`src/hdl/csma_pkg.sv`:
```
// ============================================================================
// CSMA-CA backoff controller package
// Event, result and phase codes, register indexes and fixed limits.
// ============================================================================
package csma_pkg;

    localparam logic [3:0] MAX_EXPONENT_LIMIT = 4'd8;
    localparam logic [1:0] CW_INIT            = 2'd2;
    localparam logic [3:0] BLE_EXPONENT_CAP   = 4'd2;

    typedef enum logic [1:0] {
        KIND_START  = 2'd0,
        KIND_CANCEL = 2'd1,
        KIND_TICK   = 2'd2,
        KIND_CCA    = 2'd3
    } kind_t;

    typedef enum logic [1:0] {
        EV_NONE = 2'd0,
        EV_CCA  = 2'd1,
        EV_IDLE = 2'd2,
        EV_FAIL = 2'd3
    } event_t;

    typedef enum logic [1:0] {
        PH_IDLE    = 2'd0,
        PH_BACKOFF = 2'd1,
        PH_CCA     = 2'd2
    } phase_t;

    typedef enum logic [2:0] {
        REG_SLOTTED_MODE     = 3'd0,
        REG_BATTERY_LIFE_EXT = 3'd1,
        REG_MIN_EXPONENT     = 3'd2,
        REG_MAX_EXPONENT     = 3'd3,
        REG_MAX_BACKOFFS     = 3'd4,
        REG_UNIT_PERIOD      = 3'd5
    } reg_index_t;

endpackage

```
`src/hdl/csma_ca_backoff_controller_top.sv`:
```
// ============================================================================
// CSMA-CA backoff controller
// Slotted or unslotted 802.15.4-style channel access: random backoff in
// symbol ticks, CCA requests, contention window and backoff limit.
// ============================================================================
//  channel  direction  handshake            payload
//  cfg      in         cfg_valid/cfg_ready  cfg_index[2:0], cfg_data[7:0]
//  in       in         in_valid/in_ready    kind, cca_idle, random_draw
//  out      out        out_valid/out_ready  event_res, backoff_number, active
//
//  One event per cycle while in_ready is high; its result is registered and appears the next cycle.
//  Controller state updates at the accepting edge.
//  A result waiting on out_ready holds in_ready low unless taken that cycle.
//  cfg_ready is always high; a register write takes effect at its next use.
//  rst_n resets controller state and out_valid and loads the register defaults; result registers are not reset.
// ============================================================================
module csma_ca_backoff_controller_top
(
    input  logic       clk,
    input  logic       rst_n,
    input  logic       cfg_valid,
    output logic       cfg_ready,
    input  logic [2:0] cfg_index,
    input  logic [7:0] cfg_data,
    input  logic       in_valid,
    output logic       in_ready,
    input  logic [1:0] kind,
    input  logic       cca_idle,
    input  logic [7:0] random_draw,
    output logic       out_valid,
    input  logic       out_ready,
    output logic [1:0] event_res,
    output logic [2:0] backoff_number,
    output logic       active
);

    logic       slotted_mode_reg;
    logic       battery_life_ext_reg;
    logic [3:0] min_exponent_reg;
    logic [3:0] max_exponent_reg;
    logic [2:0] max_backoffs_reg;
    logic [7:0] unit_period_reg;

    csma_pkg::phase_t phase_reg, phase_next;
    logic [3:0] exponent_reg, exponent_next;
    logic [2:0] busy_count_reg, busy_count_next;
    logic [1:0] cw_reg, cw_next;
    logic [7:0] periods_left_reg, periods_left_next;
    logic [7:0] symbols_left_reg, symbols_left_next;

    logic             out_valid_reg;
    csma_pkg::event_t event_res_reg, event_next;
    logic [2:0]       backoff_number_reg;
    logic             active_reg;

    logic             in_accept;
    csma_pkg::kind_t  kind_in;

    logic [3:0] start_exp;
    logic [3:0] min_capped;
    logic [3:0] top_exp;
    logic [4:0] exp_inc;
    logic [3:0] busy_exp;
    logic [3:0] n_busy;
    logic       busy_fail;
    logic [3:0] bo_exp;
    logic [8:0] bo_mask;
    logic [7:0] bo_periods;
    logic       bo_zero;
    logic [7:0] sym_dec;
    logic [7:0] per_dec;
    logic [7:0] unit_syms;

    function automatic logic [3:0] cap_exp(input logic [3:0] e);
        cap_exp = (e > csma_pkg::MAX_EXPONENT_LIMIT) ? csma_pkg::MAX_EXPONENT_LIMIT : e;
    endfunction

    assign cfg_ready = 1'b1;
    assign in_ready  = !out_valid_reg || out_ready;
    assign in_accept = in_valid && in_ready;
    assign kind_in   = csma_pkg::kind_t'(kind);

    assign unit_syms  = (unit_period_reg == 8'd0) ? 8'd1 : unit_period_reg;
    assign min_capped = cap_exp(min_exponent_reg);
    assign start_exp  = (slotted_mode_reg && battery_life_ext_reg
                         && min_capped > csma_pkg::BLE_EXPONENT_CAP)
                        ? csma_pkg::BLE_EXPONENT_CAP : min_capped;
    assign top_exp    = cap_exp(max_exponent_reg);
    assign exp_inc    = {1'b0, exponent_reg} + 5'd1;
    assign busy_exp   = (exp_inc < {1'b0, top_exp}) ? exp_inc[3:0] : top_exp;
    assign n_busy     = {1'b0, busy_count_reg} + 4'd1;
    assign busy_fail  = n_busy > {1'b0, max_backoffs_reg};

    assign bo_exp     = (kind_in == csma_pkg::KIND_START) ? start_exp : cap_exp(busy_exp);
    assign bo_mask    = (9'd1 << bo_exp) - 9'd1;
    assign bo_periods = random_draw & bo_mask[7:0];
    assign bo_zero    = (bo_periods == 8'd0);

    assign sym_dec = (symbols_left_reg != 8'd0) ? symbols_left_reg - 8'd1 : symbols_left_reg;
    assign per_dec = (periods_left_reg != 8'd0) ? periods_left_reg - 8'd1 : periods_left_reg;

    always_comb
    begin
        phase_next        = phase_reg;
        exponent_next     = exponent_reg;
        busy_count_next   = busy_count_reg;
        cw_next           = cw_reg;
        periods_left_next = periods_left_reg;
        symbols_left_next = symbols_left_reg;
        case (kind_in)
            csma_pkg::KIND_START:
            begin
                busy_count_next   = 3'd0;
                cw_next           = csma_pkg::CW_INIT;
                exponent_next     = start_exp;
                periods_left_next = bo_periods;
                if (bo_zero)
                begin
                    phase_next = csma_pkg::PH_CCA;
                end
                else
                begin
                    symbols_left_next = unit_syms;
                    phase_next        = csma_pkg::PH_BACKOFF;
                end
            end
            csma_pkg::KIND_CANCEL:
            begin
                phase_next = csma_pkg::PH_IDLE;
            end
            csma_pkg::KIND_TICK:
            begin
                if (phase_reg == csma_pkg::PH_BACKOFF)
                begin
                    symbols_left_next = sym_dec;
                    if (sym_dec == 8'd0)
                    begin
                        periods_left_next = per_dec;
                        if (per_dec == 8'd0)
                        begin
                            phase_next = csma_pkg::PH_CCA;
                        end
                        else
                        begin
                            symbols_left_next = unit_syms;
                        end
                    end
                end
            end
            csma_pkg::KIND_CCA:
            begin
                if (phase_reg == csma_pkg::PH_CCA)
                begin
                    if (cca_idle)
                    begin
                        if (slotted_mode_reg)
                        begin
                            if (cw_reg <= 2'd1)
                            begin
                                cw_next    = 2'd0;
                                phase_next = csma_pkg::PH_IDLE;
                            end
                            else
                            begin
                                cw_next = cw_reg - 2'd1;
                            end
                        end
                        else
                        begin
                            phase_next = csma_pkg::PH_IDLE;
                        end
                    end
                    else
                    begin
                        if (slotted_mode_reg)
                        begin
                            cw_next = csma_pkg::CW_INIT;
                        end
                        exponent_next   = busy_exp;
                        busy_count_next = n_busy[3] ? 3'd7 : n_busy[2:0];
                        if (busy_fail)
                        begin
                            phase_next = csma_pkg::PH_IDLE;
                        end
                        else
                        begin
                            periods_left_next = bo_periods;
                            if (bo_zero)
                            begin
                                phase_next = csma_pkg::PH_CCA;
                            end
                            else
                            begin
                                symbols_left_next = unit_syms;
                                phase_next        = csma_pkg::PH_BACKOFF;
                            end
                        end
                    end
                end
            end
            default:
            begin
                phase_next = phase_reg;
            end
        endcase
    end

    always_comb
    begin
        event_next = csma_pkg::EV_NONE;
        case (kind_in)
            csma_pkg::KIND_START:
            begin
                if (bo_zero)
                begin
                    event_next = csma_pkg::EV_CCA;
                end
            end
            csma_pkg::KIND_TICK:
            begin
                if (phase_reg == csma_pkg::PH_BACKOFF && sym_dec == 8'd0 && per_dec == 8'd0)
                begin
                    event_next = csma_pkg::EV_CCA;
                end
            end
            csma_pkg::KIND_CCA:
            begin
                if (phase_reg == csma_pkg::PH_CCA)
                begin
                    if (cca_idle)
                    begin
                        if (slotted_mode_reg && cw_reg > 2'd1)
                        begin
                            event_next = csma_pkg::EV_CCA;
                        end
                        else
                        begin
                            event_next = csma_pkg::EV_IDLE;
                        end
                    end
                    else if (busy_fail)
                    begin
                        event_next = csma_pkg::EV_FAIL;
                    end
                    else if (bo_zero)
                    begin
                        event_next = csma_pkg::EV_CCA;
                    end
                end
            end
            default:
            begin
                event_next = csma_pkg::EV_NONE;
            end
        endcase
    end

    always_ff @(posedge clk or negedge rst_n)
    begin
        if (!rst_n)
        begin
            slotted_mode_reg     <= 1'b0;
            battery_life_ext_reg <= 1'b0;
            min_exponent_reg     <= 4'd3;
            max_exponent_reg     <= 4'd5;
            max_backoffs_reg     <= 3'd4;
            unit_period_reg      <= 8'd20;
        end
        else if (cfg_valid && cfg_ready)
        begin
            case (csma_pkg::reg_index_t'(cfg_index))
                csma_pkg::REG_SLOTTED_MODE:     slotted_mode_reg     <= cfg_data[0];
                csma_pkg::REG_BATTERY_LIFE_EXT: battery_life_ext_reg <= cfg_data[0];
                csma_pkg::REG_MIN_EXPONENT:     min_exponent_reg     <= cfg_data[3:0];
                csma_pkg::REG_MAX_EXPONENT:     max_exponent_reg     <= cfg_data[3:0];
                csma_pkg::REG_MAX_BACKOFFS:     max_backoffs_reg     <= cfg_data[2:0];
                csma_pkg::REG_UNIT_PERIOD:      unit_period_reg      <= cfg_data;
                default:                        unit_period_reg      <= unit_period_reg;
            endcase
        end
    end

    always_ff @(posedge clk or negedge rst_n)
    begin
        if (!rst_n)
        begin
            phase_reg        <= csma_pkg::PH_IDLE;
            exponent_reg     <= 4'd3;
            busy_count_reg   <= 3'd0;
            cw_reg           <= csma_pkg::CW_INIT;
            periods_left_reg <= 8'd0;
            symbols_left_reg <= 8'd0;
        end
        else if (in_accept)
        begin
            phase_reg        <= phase_next;
            exponent_reg     <= exponent_next;
            busy_count_reg   <= busy_count_next;
            cw_reg           <= cw_next;
            periods_left_reg <= periods_left_next;
            symbols_left_reg <= symbols_left_next;
        end
    end

    always_ff @(posedge clk or negedge rst_n)
    begin
        if (!rst_n)
        begin
            out_valid_reg <= 1'b0;
        end
        else if (in_accept)
        begin
            out_valid_reg <= 1'b1;
        end
        else if (out_ready)
        begin
            out_valid_reg <= 1'b0;
        end
    end

    always_ff @(posedge clk)
    begin
        if (in_accept)
        begin
            event_res_reg      <= event_next;
            backoff_number_reg <= busy_count_next;
            active_reg         <= (phase_next != csma_pkg::PH_IDLE);
        end
    end

    assign out_valid      = out_valid_reg;
    assign event_res      = event_res_reg;
    assign backoff_number = backoff_number_reg;
    assign active         = active_reg;

    a_result_follows: assert property (@(posedge clk) disable iff (!rst_n)
        in_accept |=> out_valid_reg)
        else $error("accepted event produced no result");

    a_active_tracks_phase: assert property (@(posedge clk) disable iff (!rst_n)
        in_accept |=> active_reg == (phase_reg != csma_pkg::PH_IDLE))
        else $error("active disagrees with phase");

    a_cancel_idle: assert property (@(posedge clk) disable iff (!rst_n)
        in_accept && kind_in == csma_pkg::KIND_CANCEL
        |=> event_res_reg == csma_pkg::EV_NONE && !active_reg)
        else $error("cancel left controller active");

    a_backoff_periods: assert property (@(posedge clk) disable iff (!rst_n)
        phase_reg == csma_pkg::PH_BACKOFF |-> periods_left_reg != 8'd0)
        else $error("backoff with no periods left");

    a_exponent_capped: assert property (@(posedge clk) disable iff (!rst_n)
        exponent_reg <= csma_pkg::MAX_EXPONENT_LIMIT)
        else $error("exponent above limit");

endmodule
```
`config.mk`:
```
export PLATFORM = sky130hd
export DESIGN_NAME = csma_ca_backoff_controller_top
export DESIGN_NICKNAME = d
export VERILOG_FILES = /design/src/hdl/csma_pkg.sv /design/src/hdl/csma_ca_backoff_controller_top.sv
export SDC_FILE = /design/constraint.sdc
export NUM_CORES = 1
export LEC_CHECK = 0
export ABC_AREA = 0
export ABC_CLOCK_PERIOD_IN_PS = 4350
export BUFFER_PORTS_ARGS = -buffer_cell sky130_fd_sc_hd__buf_4
export CAP_MARGIN = 20
export CORE_MARGIN = 4
export CORE_UTILIZATION = 50
export DETAILED_ROUTE_END_ITERATION = 16
export PLACE_DENSITY = 0.75
export SLEW_MARGIN = 20
export SYNTH_ARGS = -nofsm -noshare
export SYNTH_HDL_FRONTEND = slang
export SYNTH_SLANG_ARGS = --single-unit
```
`constraint.sdc`:
```
create_clock -name clk -period 4.35 [get_ports clk]
set_input_delay 0.435 -clock clk [delete_from_list [all_inputs] [get_ports clk]]
set_output_delay 0.435 -clock clk [all_outputs]
set_load 0.02 [all_outputs]
```
# After elaboration in Yosys (flattened, before gate mapping)
# Cells that the tools add are included.
dict set report totals {
  reg_bits 55
  inputBits 27
  out_inout_bits 9
  word_cells 133
}
dict set report classes {
  n_addsub 6
  magnitude_cmp 8
  n_eq_ne 16
  n_shift 1
  n_mux 55
  n_bitwise 1
  n_reduce_logical 30
}
# cell count
set op_table {}
lappend op_table {{2-to-1 mux 8 bit} 15}
lappend op_table {{one-hot mux 8 bit (3 select lines)} 2}
lappend op_table {{2-to-1 mux 2 bit} 18}
lappend op_table {{zero test 8 bit} 4}
lappend op_table {{2-to-1 mux 4 bit} 8}
lappend op_table {{subtractor 8 x 1 -> 8 bit (second input constant)} 3}
lappend op_table {{nonzero test 8 bit} 2}
lappend op_table {{greater-than comparator 4 bit (second input constant)} 3}
lappend op_table {{inequality test 2 bit (second input constant)} 6}
lappend op_table {{AND reduction 2 bit} 6}
lappend op_table {{2-to-1 mux 3 bit} 3}
lappend op_table {{bitwise AND 8 bit} 1}
lappend op_table {{one-hot mux 2 bit (4 select lines)} 1}
lappend op_table {{one-hot mux 4 bit (2 select lines)} 1}
lappend op_table {{AND reduction 4 bit} 2}
lappend op_table {{left shift 1 x 4 -> 8 bit (first input constant)} 1}
lappend op_table {{AND reduction 7 bit} 1}
lappend op_table {{equality test 2 bit (second input constant)} 3}
lappend op_table {{equality test 3 x 2 -> 1 bit (second input constant)} 2}
lappend op_table {{equality test 3 bit (second input constant)} 2}
lappend op_table {{logical AND 1 bit} 6}
lappend op_table {{one-hot mux 2 bit (3 select lines)} 1}
lappend op_table {{one-hot mux 3 bit (2 select lines)} 1}
lappend op_table {{AND reduction 6 bit} 1}
lappend op_table {{other kinds (18)} 24}

# Depth between registers and ports, before layout
# Gate-level depths: netlist of run 1.
dict set report depth {
  ltp_word 17
  depth_mapped 16
  depth_no_buf 16
}

# Worst setup path after synthesis of run 1
# No wires, ideal clock.
dict set report synth_timing {
  kind {register to register}
  from {reg exponent_reg[0]}
  to {reg phase_reg[1]}
  setup_ps 124
  arrival_ps 4045
  required_ps 4226
  path_slack_ps 181
  path_stages_with_launch 15
  path_buffers 0
  synth_period_minus_slack_ps 4169
  path_cell_list {dfstp_2 -> ha_1 -> xor2_1 -> ha_1 -> a21o_1 -> a211o_1 -> o211ai_2 -> o211ai_2 -> or3_2 -> ha_1 -> or3_1 -> o32a_4 -> nand4_4 -> nor3_1 -> a211o_1}
}
dict set report synth_via {
  elab_chain_cells 15
}
# element line_no
set synth_rtl {}
lappend synth_rtl {{start: declaration} csma_ca_backoff_controller_top.sv:45} ;# logic [3:0] exponent_reg, exponent_next;
lappend synth_rtl {{start signal: assignment} csma_ca_backoff_controller_top.sv:297} ;# exponent_reg <= exponent_next;
lappend synth_rtl {{adder 4 x 1 -> 5 bit *} csma_ca_backoff_controller_top.sv:89} ;# assign exp_inc = {1'b0, exponent_reg} + 5'd1;
lappend synth_rtl {{less-than comparator 5 x 4 -> 1 bit} csma_ca_backoff_controller_top.sv:90} ;# assign busy_exp = (exp_inc < {1'b0, top_exp}) ? exp_inc[3:0] : top_exp;
lappend synth_rtl {{2-to-1 mux 4 bit *} csma_ca_backoff_controller_top.sv:90}
lappend synth_rtl {{greater-than comparator 4 bit} csma_ca_backoff_controller_top.sv:75} ;# cap_exp = (e > csma_pkg::MAX_EXPONENT_LIMIT) ? csma_pkg::MAX_EXPONENT_LIMIT : e;
lappend synth_rtl {{2-to-1 mux 4 bit *} csma_ca_backoff_controller_top.sv:75}
lappend synth_rtl {{2-to-1 mux 4 bit *} csma_ca_backoff_controller_top.sv:94} ;# assign bo_exp = (kind_in == csma_pkg::KIND_START) ? start_exp : cap_exp(busy_exp);
lappend synth_rtl {{left shift 1 x 4 -> 8 bit *} csma_ca_backoff_controller_top.sv:95} ;# assign bo_mask = (9'd1 << bo_exp) - 9'd1;
lappend synth_rtl {{subtractor 8 x 1 -> 8 bit *} csma_ca_backoff_controller_top.sv:95}
lappend synth_rtl {{bitwise AND 8 bit *} csma_ca_backoff_controller_top.sv:96} ;# assign bo_periods = random_draw & bo_mask[7:0];
lappend synth_rtl {{zero test 8 bit *} csma_ca_backoff_controller_top.sv:97} ;# assign bo_zero = (bo_periods == 8'd0);
lappend synth_rtl {{2-to-1 mux 2 bit *} {csma_ca_backoff_controller_top.sv:117, csma_ca_backoff_controller_top.sv:188}}
lappend synth_rtl {{2-to-1 mux 2 bit} csma_ca_backoff_controller_top.sv:181} ;# if (busy_fail)
lappend synth_rtl {{2-to-1 mux 2 bit} csma_ca_backoff_controller_top.sv:154} ;# if (cca_idle)
lappend synth_rtl {{2-to-1 mux 2 bit} csma_ca_backoff_controller_top.sv:152} ;# if (phase_reg == csma_pkg::PH_CCA)
lappend synth_rtl {{one-hot mux 2 bit (4 select lines) *} csma_ca_backoff_controller_top.sv:110} ;# case (kind_in)
lappend synth_rtl {{end signal: assignment} csma_ca_backoff_controller_top.sv:287} ;# phase_reg <= csma_pkg::PH_IDLE;
lappend synth_rtl {{end signal: assignment} csma_ca_backoff_controller_top.sv:296} ;# phase_reg <= phase_next;
lappend synth_rtl {{end: declaration} csma_ca_backoff_controller_top.sv:44} ;# csma_pkg::phase_t phase_reg, phase_next;
# Mark *: on every way between the ends. The rest lies on a longest branch, timed or not.
# A chain may end at the register's enable or synchronous reset.

# Final worst setup path of run 1
dict set report layout_timing {
  from {reg exponent_reg[0]}
  to {reg symbols_left_reg[1]}
}
dict set report layout_via {
  elab_chain_cells 15
}
# element line_no
set layout_rtl {}
lappend layout_rtl {{adder 4 x 1 -> 5 bit *} csma_ca_backoff_controller_top.sv:89}
lappend layout_rtl {{less-than comparator 5 x 4 -> 1 bit} csma_ca_backoff_controller_top.sv:90}
lappend layout_rtl {{2-to-1 mux 4 bit *} csma_ca_backoff_controller_top.sv:90}
lappend layout_rtl {{greater-than comparator 4 bit} csma_ca_backoff_controller_top.sv:75}
lappend layout_rtl {{2-to-1 mux 4 bit *} csma_ca_backoff_controller_top.sv:75}
lappend layout_rtl {{2-to-1 mux 4 bit *} csma_ca_backoff_controller_top.sv:94}
lappend layout_rtl {{left shift 1 x 4 -> 8 bit *} csma_ca_backoff_controller_top.sv:95}
lappend layout_rtl {{subtractor 8 x 1 -> 8 bit *} csma_ca_backoff_controller_top.sv:95}
lappend layout_rtl {{bitwise AND 8 bit *} csma_ca_backoff_controller_top.sv:96}
lappend layout_rtl {{zero test 8 bit *} csma_ca_backoff_controller_top.sv:97}
lappend layout_rtl {{2-to-1 mux 8 bit *} n/a}
lappend layout_rtl {{2-to-1 mux 8 bit (3 in series)} n/a}
lappend layout_rtl {{one-hot mux 8 bit (3 select lines) *} n/a}
lappend layout_rtl {{end signal: assignment} csma_ca_backoff_controller_top.sv:301} ;# symbols_left_reg <= symbols_left_next;
lappend layout_rtl {{end: declaration} csma_ca_backoff_controller_top.sv:49} ;# logic [7:0] symbols_left_reg, symbols_left_next;
# Mark *: on every way between the ends. The rest lies on a longest branch, timed or not. The select of a mux whose other input is x is not followed.

==> impl_metrics.py, run 1 <==
metrics = {
    "run_status": {
        "outcome": "finished, final reports clean",
    },
    "power": {
        "power_density_nw_per_um2": 635,
        "p_clk_share_pct": 10.6,
        "ir_drop_mv": 0.333,
        "fraction_of_power_spent_switching_nets_pct": 45.3,
        "power_leakage_uw": 0.00193,
        "seq_power_share_pct": 29.3,
        "p_comb_share_pct": 60.1,
        "power_report.internal_total_uw": 1630,
        "p_switching_uw": 1350,
    },
    "synth": {
        "synth_simple_gate_area_share_pct": 23.6,
        "netlist.top_cell.by_area": "sky130_fd_sc_hd__dfrtp_1",
        "synthXorXnorAreaFrac_pct": 1.27,
        "synth_top_flop_cell": "sky130_fd_sc_hd__dfrtp_1",
        "synth_area_um2": 4140,
        "compound_gate_fraction_of_synth_area_pct": 24.2,
        "seq_area_frac_synth_pct": 34.2,
        "synthTopCellsByCount": "sky130_fd_sc_hd__dfrtp_1, sky130_fd_sc_hd__nand2_1, sky130_fd_sc_hd__nor2_1",
        "synth_cell_type_count": 84,
        "synth.top_cell.area_share_pct": 23.6,
        "ys_seq_elements": 55,
        "synth_top_family_by_area": "compound AO/OA/AOI/OAI gates",
        "async_reset_ff_share_pct": 89.1,
        "synthAdderAreaFrac_pct": 5.13,
        "synthesis.nets": 499,
        "post-synth-top-count-cell": "sky130_fd_sc_hd__dfrtp_1",
        "synth_edf_count": 6,
        "netlist_top_cells_area": "sky130_fd_sc_hd__dfrtp_1, sky130_fd_sc_hd__dfstp_2, sky130_fd_sc_hd__mux2_2",
        "avgSynthCellArea_um2": 9.11,
        "synthMuxAreaShare_pct": 6.67,
        "netlist_instances": 455,
        "yosys_warning_total": 0,
    },
    "global_route": {
        "antenna_found_initial": 0,
        "globalRouteTotalUtil_pct": 20.2,
        "groute.layer.met3.usage_pct": 2.55,
        "grt_use_met1_pct": 28.2,
        "grt_overflow": 0,
        "first_global_vias": 3513,
        "met2_track_demand_over_resource_in_global_routing_pct": 33.6,
        "global_route_wire_length_before_repair_um": 16700,
        "global_route.peak_usage_layer": "met2",
        "grt_start_max_net_pins": 50,
    },
    "timing": {
        "finalHoldViolCount": 0,
        "finalSetupViolCount": 0,
        "finalWorstSetupSlack_ps": 236,
        "period_share_pct": 94.6,
        "final_max_slew_viol_count": 0,
        "timing_worst_slew_pin_value_ps": 865,
        "slew_hr_pct": 41.5,
        "max_freq_ghz": 0.243,
        "finalCriticalPeriod_ps": 4110,
        "finalClockSkew_ps": 14.5,
    },
    "cts": {
        "cts_tree": "yes",
        "worst_setup_hold_path_clk_slew_ps": 110,
        "number_of_clock_sinks": 55,
        "clockBufferDepth": 2,
        "clockRootBuffer": "sky130_fd_sc_hd__clkbuf_8",
        "cts-htree-levels": 2,
        "numCtsBuffers": 5,
        "clk_latency_ps": 320,
        "cts-hold-fix-buffers": 0,
    },
    "setup_path": {
        "worst-endpoint-arrival_ps": 4320,
        "crit_fanout": 7,
        "critical_path.endpoint_type": "register",
        "cp-start-kind": "register",
        "worst_reg2reg_setup_slack_ps": 240,
        "worstPathRequired_ps": 4560,
        "worstSetupPathType": "reg -> reg",
    },
    "place": {
        "place.gp.congestion": 0.930,
        "place_inst": 579,
        "post_dp_cell_area_um2": 4480,
        "hpwl_um": 7370,
        "dpl_worst_slack_ps": -46.1,
        "place.port_buffers": 34,
    },
    "die": {
        "dieArea_um2": 9810,
        "top_level_ports": 36,
        "floorplan.core_area_um2": 7890,
        "die_x_um": 99.0,
        "die_height_um": 99.0,
        "row_count": 32,
        "initial_core_util_pct": 52.5,
    },
    "run": {
        "max_cap_viol_count": 0,
    },
    "detailed_routing": {
        "drt_iter0_markers": 188,
        "drt-vias-per-instance": 6.31,
        "detail_route.drc_violations": 0,
        "wirelength_um": 10000,
        "drt.antenna.violating_nets": 0,
        "route.detailed.wl_per_inst_um": 16.9,
        "routed-via-count": 3744,
        "drt_pre_antenna_iters": 4,
    },
    "cells_and_area": {
        "nNetsFinal": 534,
        "postLayoutCellArea_um2": 4700,
        "area_delta_synth_final_pct": 13.3,
        "final_layout_size_suffix_gt1_share_pct": 24.6,
        "instances_no_fill": 593,
        "antenna-diode-count": 0,
        "finalCoreUtilization_pct": 59.5,
    },
    "min_path": {
        "hp-class": "in -> async",
    },
}
## final timing paths
check | startpoint | cells after the start | endpoint
min | rst_n | 1 | periods_left_reg[1]
min in group clk | in_valid | 2 | out_valid
min reg2reg | min_exponent_reg[1] | 2 | min_exponent_reg[1]
max in group asynchronous | rst_n | 1 | max_exponent_reg[1]
max | exponent_reg[0] | 15 | symbols_left_reg[1]
max reg2reg | exponent_reg[0] | 15 | symbols_left_reg[1]
## layout make-up
class                   count  area, µm²
fillers                   676       3190
multi-input cells         357       2600
flip-flops and latches     55       1420
repair buffers             48        360
well taps                 102        128
inverters                  23       86.3
clock buffers               5       68.8
clock inverters             3       31.3
## logic make-up (layout without fill, tap and decap cells)
logic type / count (synthesis) / after routing
buf+inv: 43 / 79
mux: 25 / 25
simple gates: 177 / 177
compound gates: 131 / 131
fa+ha+maj: 17 / 17
flops: 55 / 55
xor+xnor: 6 / 6
other cells: 1 / 1
## worst max-delay path: stages, from the launching register on
cell and delay (ps):
sky130_fd_sc_hd__dfstp_2 570, sky130_fd_sc_hd__buf_4 150, sky130_fd_sc_hd__nand3_1 120, sky130_fd_sc_hd__xnor2_2 170, sky130_fd_sc_hd__ha_1 300, sky130_fd_sc_hd__buf_4 170, sky130_fd_sc_hd__a211oi_4 360, sky130_fd_sc_hd__and3_4 250
sky130_fd_sc_hd__o31ai_4 70, sky130_fd_sc_hd__or3_4 400, sky130_fd_sc_hd__ha_4 190, sky130_fd_sc_hd__or3_1 390, sky130_fd_sc_hd__o32a_4 360, sky130_fd_sc_hd__nor4_1 300, sky130_fd_sc_hd__a21oi_1 80, sky130_fd_sc_hd__o311a_2 140
## routing by layer
metal	routed length, µm	share of wire, %
met1	4510	45
met2	4930	49
met3	453	4.5
met4	112	1.1
met5	0	0
## metrics by stage
| step | power (µW) | hold WS (ps) | TNS, ps |
|---|---|---|---|
| 2_1_floorplan | 2090 | 139 | 0 |
| 3_3_place_gp | 2430 | 470 | 0 |
| 3_5_place_dp | 2470 | 491 | -96.7 |
| 4_1_cts | 2810 | 145 | 0 |
| 5_1_grt | 3220 | 171 | -41.9 |
| 6_report | 2980 | 129 | 0 |
## timing repair
action                                  in CTS  in global routing
endpoints found under the setup margin       5                 10
pin swaps                                    1                  6
buffers inserted                             1                  5
gates resized for setup                      1                 12
## layout by cell type, fill, tap and decap left out, types with 4 or more instances in the layout
master                     netlist  final
sky130_fd_sc_hd__mux2i_1         4      4
sky130_fd_sc_hd__a211oi_1        6      6
sky130_fd_sc_hd__nand2b_1       10     10
sky130_fd_sc_hd__and3_1          9      9
sky130_fd_sc_hd__nor2b_1         5      5
sky130_fd_sc_hd__mux2_2         21     21
sky130_fd_sc_hd__nand4_1         5      5
sky130_fd_sc_hd__a21oi_1        24     23
sky130_fd_sc_hd__edfxtp_1        6      6
sky130_fd_sc_hd__o21ai_0        23     23
sky130_fd_sc_hd__a22o_1          5      5
sky130_fd_sc_hd__nor4_1         10     10
sky130_fd_sc_hd__a31oi_1         7      7
sky130_fd_sc_hd__nand3_1        17     17
sky130_fd_sc_hd__o31ai_1         8      7
sky130_fd_sc_hd__inv_1          23     23
sky130_fd_sc_hd__o211ai_1        4      4
sky130_fd_sc_hd__dfstp_2        10     10
sky130_fd_sc_hd__nor2_1         32     32
sky130_fd_sc_hd__nand4b_1        4      4
sky130_fd_sc_hd__clkbuf_8        2      5
sky130_fd_sc_hd__or3_1           7      7
sky130_fd_sc_hd__nor3_1         17     17
sky130_fd_sc_hd__dfrtp_1        39     39
sky130_fd_sc_hd__buf_4           1     48
sky130_fd_sc_hd__ha_1           17     15
sky130_fd_sc_hd__nand2_1        37     37
## power groups by stage
| stage | Combinational [µW] | Sequential, µW | Clock, µW |
|---|---|---|---|
| floorplan | 1300 | 791 | 0 |
| global placement | 1560 | 870 | 0 |
| detailed placement | 1590 | 880 | 0 |
| CTS | 1620 | 863 | 324 |
| global route | 1980 | 901 | 348 |
| finish | 1790 | 874 | 316 |
Note: power is estimated with default switching activity, not from simulation.
==> inputs of run 2 (changes only) <==
--- a/config.mk
+++ b/config.mk
@@ -9,7 +9,7 @@
 export ABC_CLOCK_PERIOD_IN_PS = 4350
 export BUFFER_PORTS_ARGS = -buffer_cell sky130_fd_sc_hd__buf_4
 export CAP_MARGIN = 20
-export CORE_MARGIN = 4
+export CORE_MARGIN = 2
 export CORE_UTILIZATION = 50
 export DETAILED_ROUTE_END_ITERATION = 16
 export PLACE_DENSITY = 0.75
==> run 2 against run 1 <==
Against the previous run:
- highest routed layer unchanged
- via count increased by 0.16%
- worst hold slack worse by 7.6 ps
- cell count up 0.51%
- sequential share of layout area grew 0.22 points
- global-route usage is 2.6 points higher
- critical path type unchanged
- first-iteration DRC count up 15%
- utilization decreased by 2.2 points
==> impl_metrics.py, run 2 (same netlist as run 1, synthesis figures left out) <==
metrics = {
    "run_status": {
        "outcome": "finished, final reports clean",
    },
    "detailed_routing": {
        "drt_pre_antenna_iters": 5,
        "wirelength_um": 9910,
        "routed-via-count": 3750,
        "drt-vias-per-instance": 6.29,
        "route.detailed.wl_per_inst_um": 16.6,
        "drt.antenna.violating_nets": 0,
        "detail_route.drc_violations": 0,
        "drt_iter0_markers": 216,
    },
    "timing": {
        "finalSetupViolCount": 0,
        "final_max_slew_viol_count": 0,
        "finalWorstSetupSlack_ps": 135,
        "finalClockSkew_ps": 8.66,
        "finalCriticalPeriod_ps": 4210,
        "max_freq_ghz": 0.237,
        "timing_worst_slew_pin_value_ps": 903,
        "slew_hr_pct": 38.9,
        "finalHoldViolCount": 0,
        "period_share_pct": 96.9,
    },
    "die": {
        "die_x_um": 95.0,
        "dieArea_um2": 9030,
        "floorplan.core_area_um2": 8130,
        "die_height_um": 95.0,
        "top_level_ports": 36,
        "initial_core_util_pct": 50.9,
        "row_count": 33,
    },
    "setup_path": {
        "cp-start-kind": "register",
        "crit_fanout": 7,
        "worstPathRequired_ps": 4550,
        "worstSetupPathType": "reg -> reg",
        "worst-endpoint-arrival_ps": 4420,
        "critical_path.endpoint_type": "register",
    },
    "cells_and_area": {
        "final_layout_size_suffix_gt1_share_pct": 23.8,
        "postLayoutCellArea_um2": 4660,
        "finalCoreUtilization_pct": 57.3,
        "area_delta_synth_final_pct": 12.5,
        "instances_no_fill": 596,
        "antenna-diode-count": 0,
        "mostFrequentLayoutCells": "sky130_fd_sc_hd__buf_4, sky130_fd_sc_hd__dfrtp_1, sky130_fd_sc_hd__nand2_1, sky130_fd_sc_hd__nor2_1, sky130_fd_sc_hd__a21oi_1",
        "nNetsFinal": 534,
        "leading_cell_type_in_the_layout_fill_and_taps_excluded": "sky130_fd_sc_hd__buf_4",
    },
    "place": {
        "dpl_worst_slack_ps": -10.2,
        "place_inst": 582,
        "post_dp_cell_area_um2": 4480,
        "hpwl_um": 7280,
        "place.port_buffers": 34,
        "place.gp.congestion": 0.923,
    },
    "cts": {
        "clk_latency_ps": 320,
        "clockBufferDepth": 2,
        "numCtsBuffers": 5,
        "clockRootBuffer": "sky130_fd_sc_hd__clkbuf_8",
        "worst_setup_hold_path_clk_slew_ps": 100,
        "number_of_clock_sinks": 55,
        "cts_tree": "yes",
        "cts-htree-levels": 2,
    },
    "global_route": {
        "first_global_vias": 3433,
        "global_route_wire_length_before_repair_um": 16400,
        "grt_start_max_net_pins": 50,
        "grt_overflow": 0,
        "antenna_found_initial": 0,
        "globalRouteTotalUtil_pct": 22.9,
    },
    "power": {
        "power_density_nw_per_um2": 622,
        "ir_drop_mv": 0.291,
        "power_leakage_uw": 0.00192,
    },
    "min_path": {
        "hp-class": "in -> async",
    },
    "run": {
        "max_cap_viol_count": 0,
    },
}
-- run 2: repair_timing --
item / in CTS / in global routing
hold buffers: 0 / 0
gates resized for setup: 1 / 6
setup buffers: 1 / 4
endpoints found under the setup margin: 2 / 11
pin swaps: 0 / 4
gates cloned: 0 / 1
-- run 2: layer usage --
metal | wire length (µm) | share of wire (%) | global-route usage (%) | vias to the layer above
li1 | - | - | - | 1801
met3 | 486 | 4.9 | 3.16 | 15
met4 | 169 | 1.7 | 6.88 | 0
met2 | 4930 | 50 | 39.0 | 125
met5 | 0 | 0 | 0 | -
met1 | 4320 | 44 | 30.3 | 1809
-- run 2: cell type report --
cell class | instances | area (µm²)
multi-input cells | 358 | 2580
fillers | 687 | 3470
clock buffers | 5 | 68.8
clock inverters | 3 | 22.5
well taps | 105 | 131
flip-flops and latches | 55 | 1420
repair buffers | 47 | 353
inverters | 23 | 86.3
-- run 2: worst max-delay path: stages, from the launching register on --
cell	delay [ps]
sky130_fd_sc_hd__dfstp_2	580
sky130_fd_sc_hd__ha_4	170
sky130_fd_sc_hd__xor2_2	170
sky130_fd_sc_hd__ha_1	270
sky130_fd_sc_hd__a21o_1	250
sky130_fd_sc_hd__a2111o_1	450
sky130_fd_sc_hd__nand4b_1	150
sky130_fd_sc_hd__o31ai_4	70
sky130_fd_sc_hd__or3_2	480
sky130_fd_sc_hd__ha_2	230
sky130_fd_sc_hd__and4_2	200
sky130_fd_sc_hd__o31ai_4	340
sky130_fd_sc_hd__nand4_2	220
sky130_fd_sc_hd__buf_4	200
sky130_fd_sc_hd__o311a_2	320
-- run 2: power breakdown --
| part | internal (µW) | switching, µW |
|---|---|---|
| Sequential | 675 | 203 |
| Combinational | 782 | 948 |
| Clock | 117 | 177 |
-- run 2: stage by stage --
| step | hold WS, ps | total power, µW | setup TNS (ps) |
|---|---|---|---|
| after floorplan | 139 | 2090 | 0 |
| after global placement | 473 | 2430 | 0 |
| after detailed placement | 475 | 2470 | -22.6 |
| after CTS | 152 | 2790 | 0 |
| after global routing | 179 | 3140 | -230 |
| final | 121 | 2900 | 0 |
-- run 2: path summary, 6_finish.rpt --
check | from | end | slack [ps] | cells past startpoint
worst max-delay path | exponent_reg[0] | symbols_left_reg[6] | 140 | 14
worst min-delay path | rst_n | periods_left_reg[0] | 120 | 1
worst max register to register | exponent_reg[0] | symbols_left_reg[6] | 140 | 14
worst min register to register | cw_reg[0] | cw_reg[0] | 500 | 2
max in group asynchronous | rst_n | exponent_reg[2] | 3800 | 1
min in group clk | in_valid | out_valid | 310 | 2
==> inputs of run 3 (changes only) <==
--- a/config.mk
+++ b/config.mk
@@ -7,7 +7,7 @@
 export LEC_CHECK = 0
 export ABC_AREA = 0
 export ABC_CLOCK_PERIOD_IN_PS = 4350
-export BUFFER_PORTS_ARGS = -buffer_cell sky130_fd_sc_hd__buf_4
+export BUFFER_PORTS_ARGS = -buffer_cell sky130_fd_sc_hd__buf_2
 export CAP_MARGIN = 20
 export CORE_MARGIN = 2
 export CORE_UTILIZATION = 50
==> run 3 against run 2 <==
Against the previous run:
- cell count grew 0.17%
- highest routed layer unchanged
- global-route usage shrank 0.69 points
- register-to-register slack about the same
==> impl_metrics.py, run 3 (same netlist as run 1, synthesis figures left out) <==
metrics = {
    "run_status": {
        "outcome": "finished, final reports clean",
    },
    "cts": {
        "number_of_clock_sinks": 55,
        "worst_setup_hold_path_clk_slew_ps": 90,
        "numCtsBuffers": 5,
        "clk_latency_ps": 310,
        "clockBufferDepth": 2,
        "clockRootBuffer": "sky130_fd_sc_hd__clkbuf_8",
        "cts-htree-levels": 2,
        "cts_tree": "yes",
        "cts-hold-fix-buffers": 0,
    },
    "die": {
        "dieArea_um2": 9030,
        "initial_core_util_pct": 50.9,
        "floorplan.core_area_um2": 8130,
        "row_count": 33,
        "die_height_um": 95.0,
        "top_level_ports": 36,
        "die_x_um": 95.0,
    },
    "setup_path": {
        "cp_num_cells": 15,
        "cp-endpoint": "symbols_left_reg[4]",
        "worst_reg2reg_path_length_in_cells": 15,
        "critical_path.cell_chain": "ha_2 -> xor2_2 -> ha_1 -> a21o_1 -> a211o_1 -> o211ai_2 -> o211ai_2 -> or3_2 -> ha_2 -> or3_1 -> o32a_4 -> nand4_4 -> buf_4 -> o21ai_0 -> o2bb2ai_1",
        "worst-endpoint-arrival_ps": 4400,
        "cpPeakStageDelay_ps": 570,
        "critical_path.endpoint_type": "register",
        "worstSetupStartpoint": "exponent_reg[1]",
        "worst_reg2reg_setup_slack_ps": 140,
        "critical_path.slowest_cell": "sky130_fd_sc_hd__dfstp_2",
        "reg2reg_to": "symbols_left_reg[4]",
        "worstPathRequired_ps": 4540,
        "cp_top_family": "compound AO/OA/AOI/OAI gates",
        "crit_fanout": 7,
        "crit-reg2reg-launch": "exponent_reg[1]",
        "worstPathBufferInverterCount": 1,
        "cp-start-kind": "register",
        "worstSetupPathType": "reg -> reg",
    },
    "cells_and_area": {
        "layout.filler_cells": 727,
        "mostFrequentLayoutCells": "sky130_fd_sc_hd__dfrtp_1, sky130_fd_sc_hd__nand2_1, sky130_fd_sc_hd__buf_2, sky130_fd_sc_hd__nor2_1, sky130_fd_sc_hd__a21oi_1",
        "nNetsFinal": 535,
        "antenna-diode-count": 0,
        "multiInputGateArea_um2": 2560,
        "finalCoreUtilization_pct": 56.1,
        "final_layout_size_suffix_gt1_share_pct": 23.6,
        "instances_no_fill": 597,
        "area_delta_synth_final_pct": 10.0,
        "seqCellArea_um2": 1420,
        "postLayoutCellArea_um2": 4560,
        "leading_cell_type_in_the_layout_fill_and_taps_excluded": "sky130_fd_sc_hd__dfrtp_1",
    },
    "timing": {
        "period_share_pct": 96.8,
        "timing_worst_slew_pin_value_ps": 992,
        "finalCriticalPeriod_ps": 4210,
        "final_max_slew_viol_count": 0,
        "max_freq_ghz": 0.237,
        "finalSetupViolCount": 0,
        "final.setup.tns_ps": 0,
        "slew_hr_pct": 33.0,
        "finalHoldViolCount": 0,
        "finalClockSkew_ps": 7.09,
    },
    "detailed_routing": {
        "drt_iter0_markers": 232,
        "detail_route.drc_violations": 0,
        "drt.antenna.violating_nets": 0,
        "route.detailed.wl_per_inst_um": 16.5,
        "wirelength_um": 9870,
        "drt_pre_antenna_iters": 4,
        "routed-via-count": 3659,
        "drt-vias-per-instance": 6.13,
    },
    "place": {
        "post_dp_cell_area_um2": 4420,
        "place_inst": 585,
        "hpwl_um": 7350,
        "place.port_buffers": 34,
        "place.gp.congestion": 0.925,
    },
    "global_route": {
        "globalRouteTotalUtil_pct": 22.2,
        "antenna_found_initial": 0,
        "grt_start_max_net_pins": 50,
        "first_global_vias": 3368,
        "global_route_wire_length_before_repair_um": 15900,
        "grt_overflow": 0,
    },
    "min_path": {
        "hp-class": "in -> async",
    },
    "run": {
        "max_cap_viol_count": 0,
    },
    "power": {
        "power_leakage_uw": 0.00188,
        "ir_drop_mv": 0.279,
        "power_density_nw_per_um2": 624,
    },
}
run 3: report_power, final:
part / internal (µW) / leakage [µW] / switching (µW)
sequential: 675 / 0.000651 / 199
combinational: 768 / 0.00119 / 932
clock: 110 / 0.0000392 / 163
total: 1550 / 0.00188 / 1290
run 3: worst min-delay path by stage:
stage | startpoint | end | slack [ps] | cells past startpoint
final | rst_n | periods_left_reg[1] | 210 | 2
after global routing | rst_n | periods_left_reg[1] | 260 | 2
after CTS | rst_n | periods_left_reg[0] | 240 | 2
after detailed placement | cw_reg[0] | cw_reg[0] | 480 | 2
after global placement | cw_reg[0] | cw_reg[0] | 470 | 2
after floorplan | rst_n | battery_life_ext_reg | 140 | 0
run 3: what timing repair did:
item / in CTS / in global routing
gates resized for setup: 0 / 8
endpoints found under the setup margin: 1 / 10
setup buffers: 1 / 3
pin swaps: 0 / 3
run 3: worst register-to-register path, cell delays in order, from the launching register on:
cell and delay (ps):
sky130_fd_sc_hd__dfstp_2 570, sky130_fd_sc_hd__ha_2 210, sky130_fd_sc_hd__xor2_2 160, sky130_fd_sc_hd__ha_1 270, sky130_fd_sc_hd__a21o_1 250, sky130_fd_sc_hd__a211o_1 350
sky130_fd_sc_hd__o211ai_2 200, sky130_fd_sc_hd__o211ai_2 120, sky130_fd_sc_hd__or3_2 480, sky130_fd_sc_hd__ha_2 230, sky130_fd_sc_hd__or3_1 380, sky130_fd_sc_hd__o32a_4 360
sky130_fd_sc_hd__nand4_4 140, sky130_fd_sc_hd__buf_4 160, sky130_fd_sc_hd__o21ai_0 70, sky130_fd_sc_hd__o2bb2ai_1 140
run 3: cell type report:
cell class              instances  share of cell area [%]
clock buffers                   5                    1.51
clock inverters                 3                   0.329
inverters                      23                    1.89
multi-input cells             357                    56.1
flip-flops and latches         55                    31.1
well taps                     105                    2.88
repair buffers                 49                    6.20
run 3: metal layers:
metal  vias up  wire length (µm)  global-route usage [%]
met5         -                 0                       0
met4         0                68                    5.68
met3         6               375                    3.40
met2        94              4920                    37.7
met1      1757              4510                    29.7
li1       1802                 -                       -
run 3: stage by stage:
step / setup slack, ps / hold slack, ps / total power, µW
after floorplan: 181 / 139 / 2090
after global placement: 133 / 469 / 2450
after detailed placement: 23.8 / 478 / 2480
after CTS: 48.3 / 242 / 2770
after global routing: -18.3 / 259 / 3060
final: 138 / 206 / 2850
